**config.mk**
```make
export PLATFORM = sky130hd
export DESIGN_NAME = sbvm_ctrl
export DESIGN_NICKNAME = d
export VERILOG_FILES = /design/src/sbvm_pkg.sv /design/src/sbvm_ctrl.sv
export SDC_FILE = /design/constraint.sdc
export NUM_CORES = 1
export LEC_CHECK = 0
export BUFFER_PORTS_ARGS = -buffer_cell sky130_fd_sc_hd__buf_2
export CORE_MARGIN = 1
export CORE_UTILIZATION = 40
export CTS_CLUSTER_DIAMETER = 50
export DETAILED_ROUTE_END_ITERATION = 8
export PLACE_DENSITY_LB_ADDON = 0.2
export SLEW_MARGIN = 15
export SYNTH_ARGS = -nofsm -noshare
export SYNTH_HDL_FRONTEND = slang
export SYNTH_SLANG_ARGS = --single-unit
```
**constraint.sdc**
```tcl
create_clock -name clk -period 4.41 [get_ports clk]
set_input_delay 0.6615 -clock clk [delete_from_list [all_inputs] [get_ports clk]]
set_output_delay 0.6615 -clock clk [all_outputs]
set_load 0.01 [all_outputs]
```
**src/sbvm_pkg.sv**
```systemverilog
// Shared types, opcodes and constants of the sixteen bit VM execute step
`default_nettype none
package sbvm_pkg;

  localparam int MEM_WORDS_DEF = 256;
  localparam int NUM_REGS      = 4;
  localparam int CFG_IDX_W     = 1;
  localparam int CFG_DATA_W    = 9;

  localparam logic [8:0] STACK_TOP  = 9'd256;
  localparam logic [8:0] RET_MAX_SP = 9'd250;
  localparam logic [9:0] FRAME_LEN  = 10'd6;

  // step operations
  typedef enum logic [1:0] {
    OP_LOAD = 2'd0,
    OP_EXEC = 2'd1,
    OP_CTX  = 2'd2,
    OP_NONE = 2'd3
  } vm_op_t;

  // configuration register indexes
  localparam logic [CFG_IDX_W-1:0] CFG_BASE  = 1'b0;
  localparam logic [CFG_IDX_W-1:0] CFG_LIMIT = 1'b1;

  // instruction opcodes
  localparam logic [4:0] I_LD    = 5'd0;
  localparam logic [4:0] I_ST    = 5'd1;
  localparam logic [4:0] I_ADD   = 5'd2;
  localparam logic [4:0] I_ADDC  = 5'd3;
  localparam logic [4:0] I_SUB   = 5'd4;
  localparam logic [4:0] I_SUBC  = 5'd5;
  localparam logic [4:0] I_AND   = 5'd6;
  localparam logic [4:0] I_XOR   = 5'd7;
  localparam logic [4:0] I_NOT   = 5'd8;
  localparam logic [4:0] I_SHL   = 5'd9;
  localparam logic [4:0] I_SHLA  = 5'd10;
  localparam logic [4:0] I_SHR   = 5'd11;
  localparam logic [4:0] I_SHRA  = 5'd12;
  localparam logic [4:0] I_CMP   = 5'd13;
  localparam logic [4:0] I_GETST = 5'd14;
  localparam logic [4:0] I_PUTST = 5'd15;
  localparam logic [4:0] I_JMP   = 5'd16;
  localparam logic [4:0] I_JMPL  = 5'd17;
  localparam logic [4:0] I_JMPE  = 5'd18;
  localparam logic [4:0] I_JMPG  = 5'd19;
  localparam logic [4:0] I_CALL  = 5'd20;
  localparam logic [4:0] I_RET   = 5'd21;
  localparam logic [4:0] I_READ  = 5'd22;
  localparam logic [4:0] I_WRITE = 5'd23;
  localparam logic [4:0] I_HALT  = 5'd24;
  localparam logic [4:0] I_NOOP  = 5'd25;

  // stop codes
  localparam logic [2:0] RC_RUN    = 3'd0;
  localparam logic [2:0] RC_HALT   = 3'd1;
  localparam logic [2:0] RC_BOUNDS = 3'd2;
  localparam logic [2:0] RC_DATA   = 3'd3;
  localparam logic [2:0] RC_UNDER  = 3'd4;
  localparam logic [2:0] RC_BADOP  = 3'd5;
  localparam logic [2:0] RC_READ   = 3'd6;
  localparam logic [2:0] RC_WRITE  = 3'd7;

  // frame sequencing
  localparam logic [2:0] PUSH_LAST = 3'd5;
  localparam logic [2:0] POP_LAST  = 3'd6;

  // controller to datapath
  typedef struct packed {
    logic       accept;
    logic       setup;
    logic       exec;
    logic       ldwb;
    logic       push;
    logic       pop;
    logic [2:0] step;
    logic       publish;
  } sbvm_cmd_t;

  // datapath to controller
  typedef struct packed {
    logic fetch_go;
    logic need_ldwb;
    logic need_push;
    logic need_pop;
    logic out_free;
  } sbvm_sts_t;

  function automatic logic [31:0] ext16(input logic [31:0] v);
    return {{16{v[15]}}, v[15:0]};
  endfunction

  function automatic logic [31:0] with_code(input logic [31:0] sr, input logic [2:0] code);
    return {sr[31:8], code, sr[4:0]};
  endfunction

endpackage
`default_nettype wire

```
**src/sbvm_ctrl.sv**
```systemverilog
// Controller: step sequencing state machine
`default_nettype none
module sbvm_ctrl
  import sbvm_pkg::*;
(
  input  wire logic      clk,
  input  wire logic      rst,
  input  wire logic      in_valid,
  output logic           in_ready,
  input  wire sbvm_sts_t sts,
  output sbvm_cmd_t      cmd
);

  typedef enum logic [6:0] {
    S_IDLE  = 7'b0000001,
    S_SETUP = 7'b0000010,
    S_EXEC  = 7'b0000100,
    S_LDWB  = 7'b0001000,
    S_PUSH  = 7'b0010000,
    S_POP   = 7'b0100000,
    S_DONE  = 7'b1000000
  } state_t;

  state_t     state, state_next;
  logic [2:0] step, step_next;

  assign in_ready = (state == S_IDLE);

  // commands and next state
  always_comb begin
    state_next  = state;
    step_next   = step;
    cmd         = '0;
    cmd.step    = step;
    case (state)
      S_IDLE: begin
        cmd.accept = in_valid;
        if (in_valid) begin
          state_next = S_SETUP;
        end
      end
      S_SETUP: begin
        cmd.setup  = 1'b1;
        state_next = sts.fetch_go ? S_EXEC : S_DONE;
      end
      S_EXEC: begin
        cmd.exec  = 1'b1;
        step_next = 3'd0;
        if (sts.need_ldwb) begin
          state_next = S_LDWB;
        end else if (sts.need_push) begin
          state_next = S_PUSH;
        end else if (sts.need_pop) begin
          state_next = S_POP;
        end else begin
          state_next = S_DONE;
        end
      end
      S_LDWB: begin
        cmd.ldwb   = 1'b1;
        state_next = S_DONE;
      end
      S_PUSH: begin
        cmd.push  = 1'b1;
        step_next = step + 3'd1;
        if (step == PUSH_LAST) begin
          state_next = S_DONE;
        end
      end
      S_POP: begin
        cmd.pop   = 1'b1;
        step_next = step + 3'd1;
        if (step == POP_LAST) begin
          state_next = S_DONE;
        end
      end
      S_DONE: begin
        cmd.publish = sts.out_free;
        if (sts.out_free) begin
          state_next = S_IDLE;
        end
      end
      default: state_next = S_IDLE;
    endcase
  end

  always_ff @(posedge clk) begin
    if (rst) begin
      state <= S_IDLE;
      step  <= 3'd0;
    end else begin
      state <= state_next;
      step  <= step_next;
    end
  end

`ifndef SYNTH
  a_accept_setup: assert property (@(posedge clk) disable iff (rst)
    (in_valid && in_ready) |=> (state == S_SETUP))
    else $error("accepted transfer did not start setup");
  a_push_len: assert property (@(posedge clk) disable iff (rst)
    (state == S_PUSH) |-> (step <= PUSH_LAST))
    else $error("push frame overran");
  a_pop_len: assert property (@(posedge clk) disable iff (rst)
    (state == S_POP && step == POP_LAST) |=> (state == S_DONE))
    else $error("pop frame did not finish");
  a_publish: assert property (@(posedge clk) disable iff (rst)
    (state == S_DONE && sts.out_free) |=> (state == S_IDLE))
    else $error("result not published when slot free");
`endif

endmodule
`default_nettype wire

```
==> flow_summary.yaml, run 1 <==
yosys:
  synth_nets: 99
  synth_common_cells: "dfxtp_1 (10), nor2_1 (6), and3_1 (5), nand3b_1 (5), o21ai_0 (5)"
  synth_top_family_by_area: "simple AND/OR/NAND/NOR gates"
  synth_fa_ha_area_share_pct: 5.14
  synth-compound-area-share_pct: 15.6
  synthMuxAreaShare_pct: 0
  ys.warnings.count: 0
  yosys.area_share.simple_pct: 40.8
  yosys.area.top_type: "dfxtp_1"
  synth_most_common_cell: "dfxtp_1"
  ys_seq_area_share_pct: 27.4
  synthesis.area_um2: 731
  synth_flop_cell: "dfxtp_1"
  synth.avg_cell_area_um2: 8.30
  async_reset_ff_share_pct: 0
  synth.area.top_cells: "dfxtp_1 (27%), ha_1 (5.1%), nand3b_1 (5.1%)"
  synthXorXnorAreaFrac_pct: 4.79
  ys_ff_latch: 10
  synth_top_cell_area_share_pct: 27.4
  postSynthCellCount: 88
  synth_edf_count: 0
  yosysUniqueCellTypes: 36
grt:
  antenna_found_initial: 0
  grtUsageMet1_pct: 26.8
  grtUsageMet3_pct: 6.00
  grtUsageTotal_pct: 18.1
  grt-ovfl-total: 0
  grt_first_pass_wirelength_mm: 2.60
  grt_max_degree: 13
  globalRoute.busiestLayer: "met1"
  grt_pass1_vias: 578
  grtUsageMet2_pct: 23.8
power_and_ir_drop:
  ir_drop_uv: 243
  p_leak_nw: 0.358
  p_switching_w: 0.0000898
  internal_power_w: 0.000185
  pwr-share-comb_pct: 30.0
  clkPwrFrac_pct: 30.0
  switching_share_pct: 32.7
  p_seq_share_pct: 40.0
  powerDensity_mw_per_mm2: 322
finish:
  seqCellArea_um2: 200
  num_antenna_cells: 0
  fin_cells: 129
  multi_input_area_um2: 484
  syn_to_final_growth_pct: 16.8
  layout.nets: 116
  drive_above_1_share_pct: 24.0
  fill_cells: 185
drt:
  first_pass_iters: 4
  via_count: 732
  wl_mm: 1.70
  routed_via_density: 5.67
  drt_iter0_markers: 32
  wl_per_cell_um: 13.2
  drc: 0
  ant_nets: 0
setup_path:
  cpPeakStageDelay_ns: 0.60
  path_cells: "or4_4, nor4_4, buf_2"
  cp.required_ns: 3.75
  worstSetupPathType: "reg -> out"
  setup.worst_path.end_class: "output port"
  critPathMaxFanout: 12
  arrival_ns: 1.85
  crit_slowest_cell: "or4_4"
  start_kind: "register"
die:
  dieArea_mm2: 0.00200
  rows: 15
  dieWidth_um: 44.7
  initial_core_util_pct: 42.3
  io_pins: 19
  coreArea_mm2: 0.00173
  die_h_um: 44.7
timing:
  tns_ns: 0
  fmax_mhz: 399
  fin_crit_sh_pct: 56.9
  worst_pin_slew_ns: 0.558
  hold_viol: 0
  fin_skew_ns: 0.00388
  period_needed_ns: 2.51
  drv_slew: 0
  maxSlewHeadroom_pct: 62.5
  setup_slack_ns: 1.90
  rsz0062_at_grt: "false"
  finalSetupViolations: 0
run:
  drv_cap: 0
clock_network:
  cts.sinks: 10
  clk_latency_ns: 0.26
  cts_max_level: 1
  cts_resized: 0
  cts_buffer_depth: 2
  cts-hold-fix-buffers: 0
  cts_inserted_buffers: 3
  cts-root-buf: "clkbuf_4"
  clk_pin_slew_worst_paths_ns: 0.07
  cts_setup_buffers: 0
  tritoncts: "built"
place:
  io_buffers: 18
  place_inst: 125
  dpl.hpwl_mm: 1.27
  dp_slack_ns: 2.23
  place.gp.congestion: 0.813
status:
  outcome: "complete, no violations"
hold_path:
  min_path_type: "reg -> reg"
==> per-layer routing <==
layer	wire (um)	vias up
li1	-	368
met1	869	345
met2	748	19
met3	83	0
met4	0	0
met5	0	-
==> placed cells by master, fill, tap and decap left out <==
master	count
nor3_1	3
o211ai_1	2
inv_1	3
nor4_1	2
nand4_1	2
nor2_1	6
a32oi_1	1
or4_1	1
nand2b_1	1
nand3b_1	5
a31oi_1	1
a41oi_1	1
buf_2	18
a21oi_1	3
or4b_1	2
a2111oi_0	1
nor4b_1	1
nor4_4	1
nor3b_1	3
and3_1	5
clkbuf_4	3
or4_4	1
ha_1	3
and2_1	3
dfxtp_1	10
o21ai_0	5
clkbuf_8	1
and4b_1	1
nand3_1	2
o21a_1	1
o2111ai_1	1
o311a_1	1
nand2_1	4
or2_2	1
and4_1	1
xor2_1	4
==> power by group through the flow <==
stage               clock network [W]  logic (W)  registers, W
finish                      0.0000826  0.0000825      0.000110
floorplan                           0  0.0000752      0.000101
global route                0.0000940  0.0000887      0.000111
detailed placement                  0  0.0000812      0.000112
global placement                    0  0.0000821      0.000111
CTS                         0.0000867  0.0000816      0.000109
==> worst max-delay path, delay by kind of cell (launching register included) <==
family	cells	cell delay, ns
buf+inv	1	0.22
simple gates	2	0.95
flops	1	0.42
==> final timing paths <==
path	startpoint	end	slack (ns)	depth (start not counted)
worst min-delay path	step[1]	step[1]	0.55	2
worst min register to register	step[1]	step[1]	0.55	2
worst max-delay path	state[5]	cmd[7]	1.90	3
worst max register to register	step[0]	state[3]	2.65	6
==> area by class of cell <==
type | count | area share, %
clock buffer | 4 | 4.25
sequential | 10 | 23.5
multi-input combinational | 69 | 56.7
timing repair buffer | 18 | 10.6
tap | 25 | 3.67
inverter | 3 | 1.32
==> flip-flops by register name, summed over array words and instances (netlist names) <==
signal	cells
step	3
state	7
==> metrics by stage <==
step / power [W] / hold slack [ns] / instance area, um2 / utilization [%]
after floorplan: 0.000176 / 0.543 / 731 / -
after global placement: 0.000193 / 0.529 / 817 / 47.3
after detailed placement: 0.000193 / 0.542 / 817 / 47.3
after CTS: 0.000278 / 0.551 / 853 / 49.4
after global routing: 0.000294 / 0.593 / 853 / 49.4
final: 0.000275 / 0.554 / 853 / 49.4
==> cell families after synthesis <==
group           Yosys count
xor+xnor                  4
simple gates             45
buf+inv                   9
compound gates           17
flops                    10
fa+ha+maj                 3
Note: power is estimated with default switching activity, not from simulation.
==> run 2, diff against run 1 <==
==> constraint.sdc (replaced) <==
create_clock -name clk -period 2.51 [get_ports clk]
set_input_delay 0.3765 -clock clk [delete_from_list [all_inputs] [get_ports clk]]
set_output_delay 0.3765 -clock clk [all_outputs]
set_load 0.01 [all_outputs]
==> run 2 against run 1 <==
  * Wire length decreased by 1.6%
  * Via count shrank 0.41%
  * Setup slack lost 1.6 ns
==> flow_summary.yaml, run 2 (synthesis results as in run 1) <==
status:
  outcome: "complete, no violations"
clock_network:
  cts_max_level: 1
  clk_pin_slew_worst_paths_ns: 0.07
  cts_setup_buffers: 0
  cts-root-buf: "clkbuf_4"
  cts_resized: 0
  clk_latency_ns: 0.27
  cts_buffer_depth: 2
  cts_inserted_buffers: 3
  cts.sinks: 10
  cts-hold-fix-buffers: 0
  tritoncts: "built"
grt:
  grtUsageMet3_pct: 6.80
  grtUsageMet1_pct: 25.7
  antenna_found_initial: 0
  grt-ovfl-total: 0
  grtUsageTotal_pct: 18.1
  globalRoute.busiestLayer: "met2"
  grtUsageMet2_pct: 26.2
  grt_max_degree: 13
  grt_pass1_vias: 572
  grt_first_pass_wirelength_mm: 2.62
place:
  io_buffers: 18
  place_inst: 125
  place.gp.congestion: 0.812
  dpl.hpwl_mm: 1.26
  postPlaceCellArea_um2: 817
finish:
  largest_register_ffs: 7
  syn_to_final_growth_pct: 16.8
  reg_top3: "state: 7 flops, step: 3 flops"
  stdcell_area_um2: 853
  fin_cells: 129
  fill_cells: 179
  drive_above_1_share_pct: 24.0
  fin_util_pct: 49.4
  layout.nets: 116
  regMostFlops: "state"
  final_cell_mix: "buf_2 (18), dfxtp_1 (10), nor2_1 (6)"
  num_antenna_cells: 0
  layout_commonest_cell: "buf_2"
drt:
  drc: 0
  via_count: 729
  first_pass_iters: 4
  routed_via_density: 5.65
  wl_mm: 1.67
  wl_per_cell_um: 13.0
  ant_nets: 0
  drt_iter0_markers: 22
timing:
  drv_slew: 0
  rsz0062_at_grt: "false"
  fin_skew_ns: 0.00256
  tns_ns: 0
  period_needed_ns: 2.17
  fmax_mhz: 461
  finalSetupViolations: 0
  worst_pin_slew_ns: 0.550
  hold_viol: 0
  fin_crit_sh_pct: 86.4
  maxSlewHeadroom_pct: 63.0
setup_path:
  cp.required_ns: 2.13
  start_kind: "register"
  arrival_ns: 1.79
  setup.worst_path.end_class: "output port"
  worstSetupPathType: "reg -> out"
  critPathMaxFanout: 12
die:
  io_pins: 19
  dieArea_mm2: 0.00200
  initial_core_util_pct: 42.3
  die_h_um: 44.7
  coreArea_mm2: 0.00173
  rows: 15
  dieWidth_um: 44.7
power_and_ir_drop:
  powerDensity_mw_per_mm2: 566
  p_leak_nw: 0.358
  ir_drop_uv: 372
  finalPower_w: 0.000483
hold_path:
  min_path_type: "in -> reg"
run:
  drv_cap: 0
[run 2: cell counts in the layout (fill, tap and decap cells not counted)]
Identical to the previous run, type by type.
[run 2: stage by stage]
stage               hold slack, ns  setup slack [ns]
floorplan                    0.446             0.740
global placement             0.529             0.646
detailed placement           0.538             0.628
CTS                          0.355             0.330
global route                 0.369             0.223
finish                       0.357             0.342
[run 2: critical path, stage by stage (launching register included)]
cell     delay [ns]
dfxtp_1        0.41
or4_4          0.60
nor4_4         0.30
buf_2          0.21
[run 2: final cells by class]
type	count	area, um2	share of cell area (%)
Clock buffer	4	36.3	4.25
Timing Repair Buffer	18	90.1	10.6
Inverter	3	11.3	1.32
Sequential cell	10	200	23.5
Multi-Input combinational cell	69	484	56.7
Tap cell	25	31.3	3.67
[run 2: path summary, 6_finish.rpt]
| kind | from | end | slack (ns) | cells after the start |
|---|---|---|---|---|
| setup / recovery | state[5] | cmd[7] | 0.34 | 3 |
| setup reg to reg | step[0] | state[2] | 0.78 | 6 |
| hold / removal | sts[4] | state[2] | 0.36 | 2 |
| hold reg to reg | step[1] | step[1] | 0.55 | 2 |
[run 2: power breakdown]
group | total [W] | switching [W] | internal (W)
sequential | 0.000194 | 0.0000246 | 0.000169
combinational | 0.000143 | 0.0000748 | 0.0000683
clock | 0.000147 | 0.0000584 | 0.0000881
[run 2: per-layer routing]
layer  vias to the layer above  wire [um]
li1                        368          -
met1                       340        773
met2                        19        803
met3                         2         83
met4                         0         10
met5                         -          0
==> run 3, diff against run 2 <==
--- a/config.mk
+++ b/config.mk
@@ -6,10 +6,13 @@
 export NUM_CORES = 1
 export LEC_CHECK = 0
 export BUFFER_PORTS_ARGS = -buffer_cell sky130_fd_sc_hd__buf_2
+export CORE_ASPECT_RATIO = 1.4
 export CORE_MARGIN = 1
 export CORE_UTILIZATION = 40
 export CTS_CLUSTER_DIAMETER = 50
+export CTS_CLUSTER_SIZE = 12
 export DETAILED_ROUTE_END_ITERATION = 8
+export GPL_TIMING_DRIVEN = 0
 export PLACE_DENSITY_LB_ADDON = 0.2
 export SLEW_MARGIN = 15
 export SYNTH_ARGS = -nofsm -noshare
==> run 3 against run 2 <==
  * Clock skew is 0.0037 ns higher
  * Largest power group is now combinational cells
  * Combinational power rose by 24%
  * Sequential share of layout area shrank 0.73 points
==> flow_summary.yaml, run 3 (synthesis results as in run 1) <==
setup_path:
  crit_family: "simple AND/OR/NAND/NOR gates"
  worst-r2r-setup-slack_ns: 0.77
  start_kind: "register"
  critPathMaxFanout: 10
  cpPeakStageDelay_ns: 0.54
  worstSetupPathType: "reg -> out"
  critPathLaunch: "state[0]"
  crit_buf_inv: 2
  rr_startpoint: "state[6]"
  reg2reg_depth: 5
  setup.worst_path.end_class: "output port"
  worstReg2RegEnd: "state[2]"
  crit_slowest_cell: "or4_4"
  arrival_ns: 1.82
  cp.required_ns: 2.13
  path_cells: "buf_6, or4_4, nor4_4, buf_2"
clock_network:
  clk_latency_ns: 0.28
  cts_buffer_depth: 2
  cts-root-buf: "clkbuf_4"
  cts_setup_buffers: 0
  cts.sinks: 10
  cts_inserted_buffers: 3
  tritoncts: "built"
  cts_max_level: 1
  clk_pin_slew_worst_paths_ns: 0.07
  cts_resized: 0
  cts-hold-fix-buffers: 0
timing:
  fin_crit_sh_pct: 87.5
  setup_slack_ns: 0.313
  finalSetupViolations: 0
  tns_ns: 0
  holdWs_ns: 0.347
  rsz0062_at_grt: "false"
  drv_slew: 0
  period_needed_ns: 2.20
  maxSlewHeadroom_pct: 66.1
  fmax_mhz: 455
  fin_skew_ns: 0.00627
  hold_viol: 0
  worst_pin_slew_ns: 0.504
grt:
  grt_max_degree: 11
  grtUsageTotal_pct: 19.6
  antenna_found_initial: 0
  grt_pass1_vias: 639
  grt-ovfl-total: 0
  grt_first_pass_wirelength_mm: 2.77
drt:
  drc: 0
  drt_iter0_markers: 23
  wl_mm: 1.78
  ant_nets: 0
  via_count: 747
  routed_via_density: 5.79
  first_pass_iters: 4
  wl_per_cell_um: 13.8
finish:
  regMostFlops: "state"
  largest_register_ffs: 7
  layout_commonest_cell: "buf_2"
  num_antenna_cells: 0
  layout.nets: 122
  final_cell_mix: "buf_2 (22), dfxtp_1 (10), nor2_1 (6)"
  reg_top3: "state: 7 flops, step: 3 flops"
  syn_to_final_growth_pct: 20.5
  drive_above_1_share_pct: 27.3
  fill_cells: 168
hold_path:
  min_path_cells: 2
  worst_hold_path.endpoint: "state[2]"
  hp-start: "sts[4]"
  min_path_type: "in -> reg"
die:
  rows: 17
  coreArea_mm2: 0.00164
  die_h_um: 52.6
  io_pins: 19
  initial_core_util_pct: 44.6
  dieWidth_um: 38.1
  dieArea_mm2: 0.00200
power_and_ir_drop:
  ir_drop_uv: 265
  powerDensity_mw_per_mm2: 574
  finalPower_w: 0.000505
  p_leak_nw: 0.387
place:
  io_buffers: 18
  dpl.hpwl_mm: 1.33
  dp_slack_ns: 0.598
  place.gp.congestion: 0.783
status:
  outcome: "complete, no violations"
run:
  drv_cap: 0
run 3: cell types whose count changed in the layout (fill, tap and decap cells not counted), sizes merged:
| cell | change |
|---|---|
| buf | +5 |
| clkbuf | +1 |
run 3: how the worst max path moves through the flow:
stage	end	slack [ns]	cells after the start
2_1_floorplan	cmd[6]	0.74	3
3_3_place_gp	cmd[7]	0.62	4
3_5_place_dp	cmd[7]	0.60	4
4_1_cts	cmd[7]	0.30	4
5_1_grt	cmd[7]	0.24	4
6_report	cmd[7]	0.31	4
run 3: layout make-up:
| type | count | area, um2 | share of cell area (%) |
|---|---|---|---|
| clock buffers | 4 | 36.3 | 4.12 |
| flip-flops and latches | 10 | 200 | 22.7 |
| repair buffers | 18 | 90.1 | 10.2 |
| plain buffers | 6 | 35.0 | 3.98 |
| multi-input cells | 69 | 484 | 55.0 |
| inverters | 3 | 11.3 | 1.28 |
| well taps | 19 | 23.8 | 2.70 |
run 3: worst reg2reg max path: stages (launching register included):
cell and delay [ns]:
dfxtp_1 0.32, buf_2 0.17, or4b_1 0.56, o311a_1 0.18
o21a_1 0.22, and3_1 0.18
run 3: report_power, final:
part           internal, W  switching [W]  total (W)
Sequential        0.000169     0.00000589   0.000175
Clock            0.0000883      0.0000641   0.000152
Combinational    0.0000810      0.0000970   0.000178
Total             0.000338       0.000167   0.000505
run 3: metal layers:
metal | vias up | part of all wire, % | GRT usage (%)
met3 | 5 | 4.1 | 3.83
li1 | 377 | - | -
met5 | - | 0 | 0
met2 | 17 | 49 | 33.3
met4 | 0 | 1.6 | 8.93
met1 | 348 | 45 | 22.7
run 3: per-stage QoR:
step                      cells  util, %  instance area [um2]
after global placement      125     51.6                  845
after global routing        129     53.8                  881
after detailed placement    125     51.6                  845
final                       129     53.8                  881
after floorplan              88        -                  731
after CTS                   129     53.8                  881
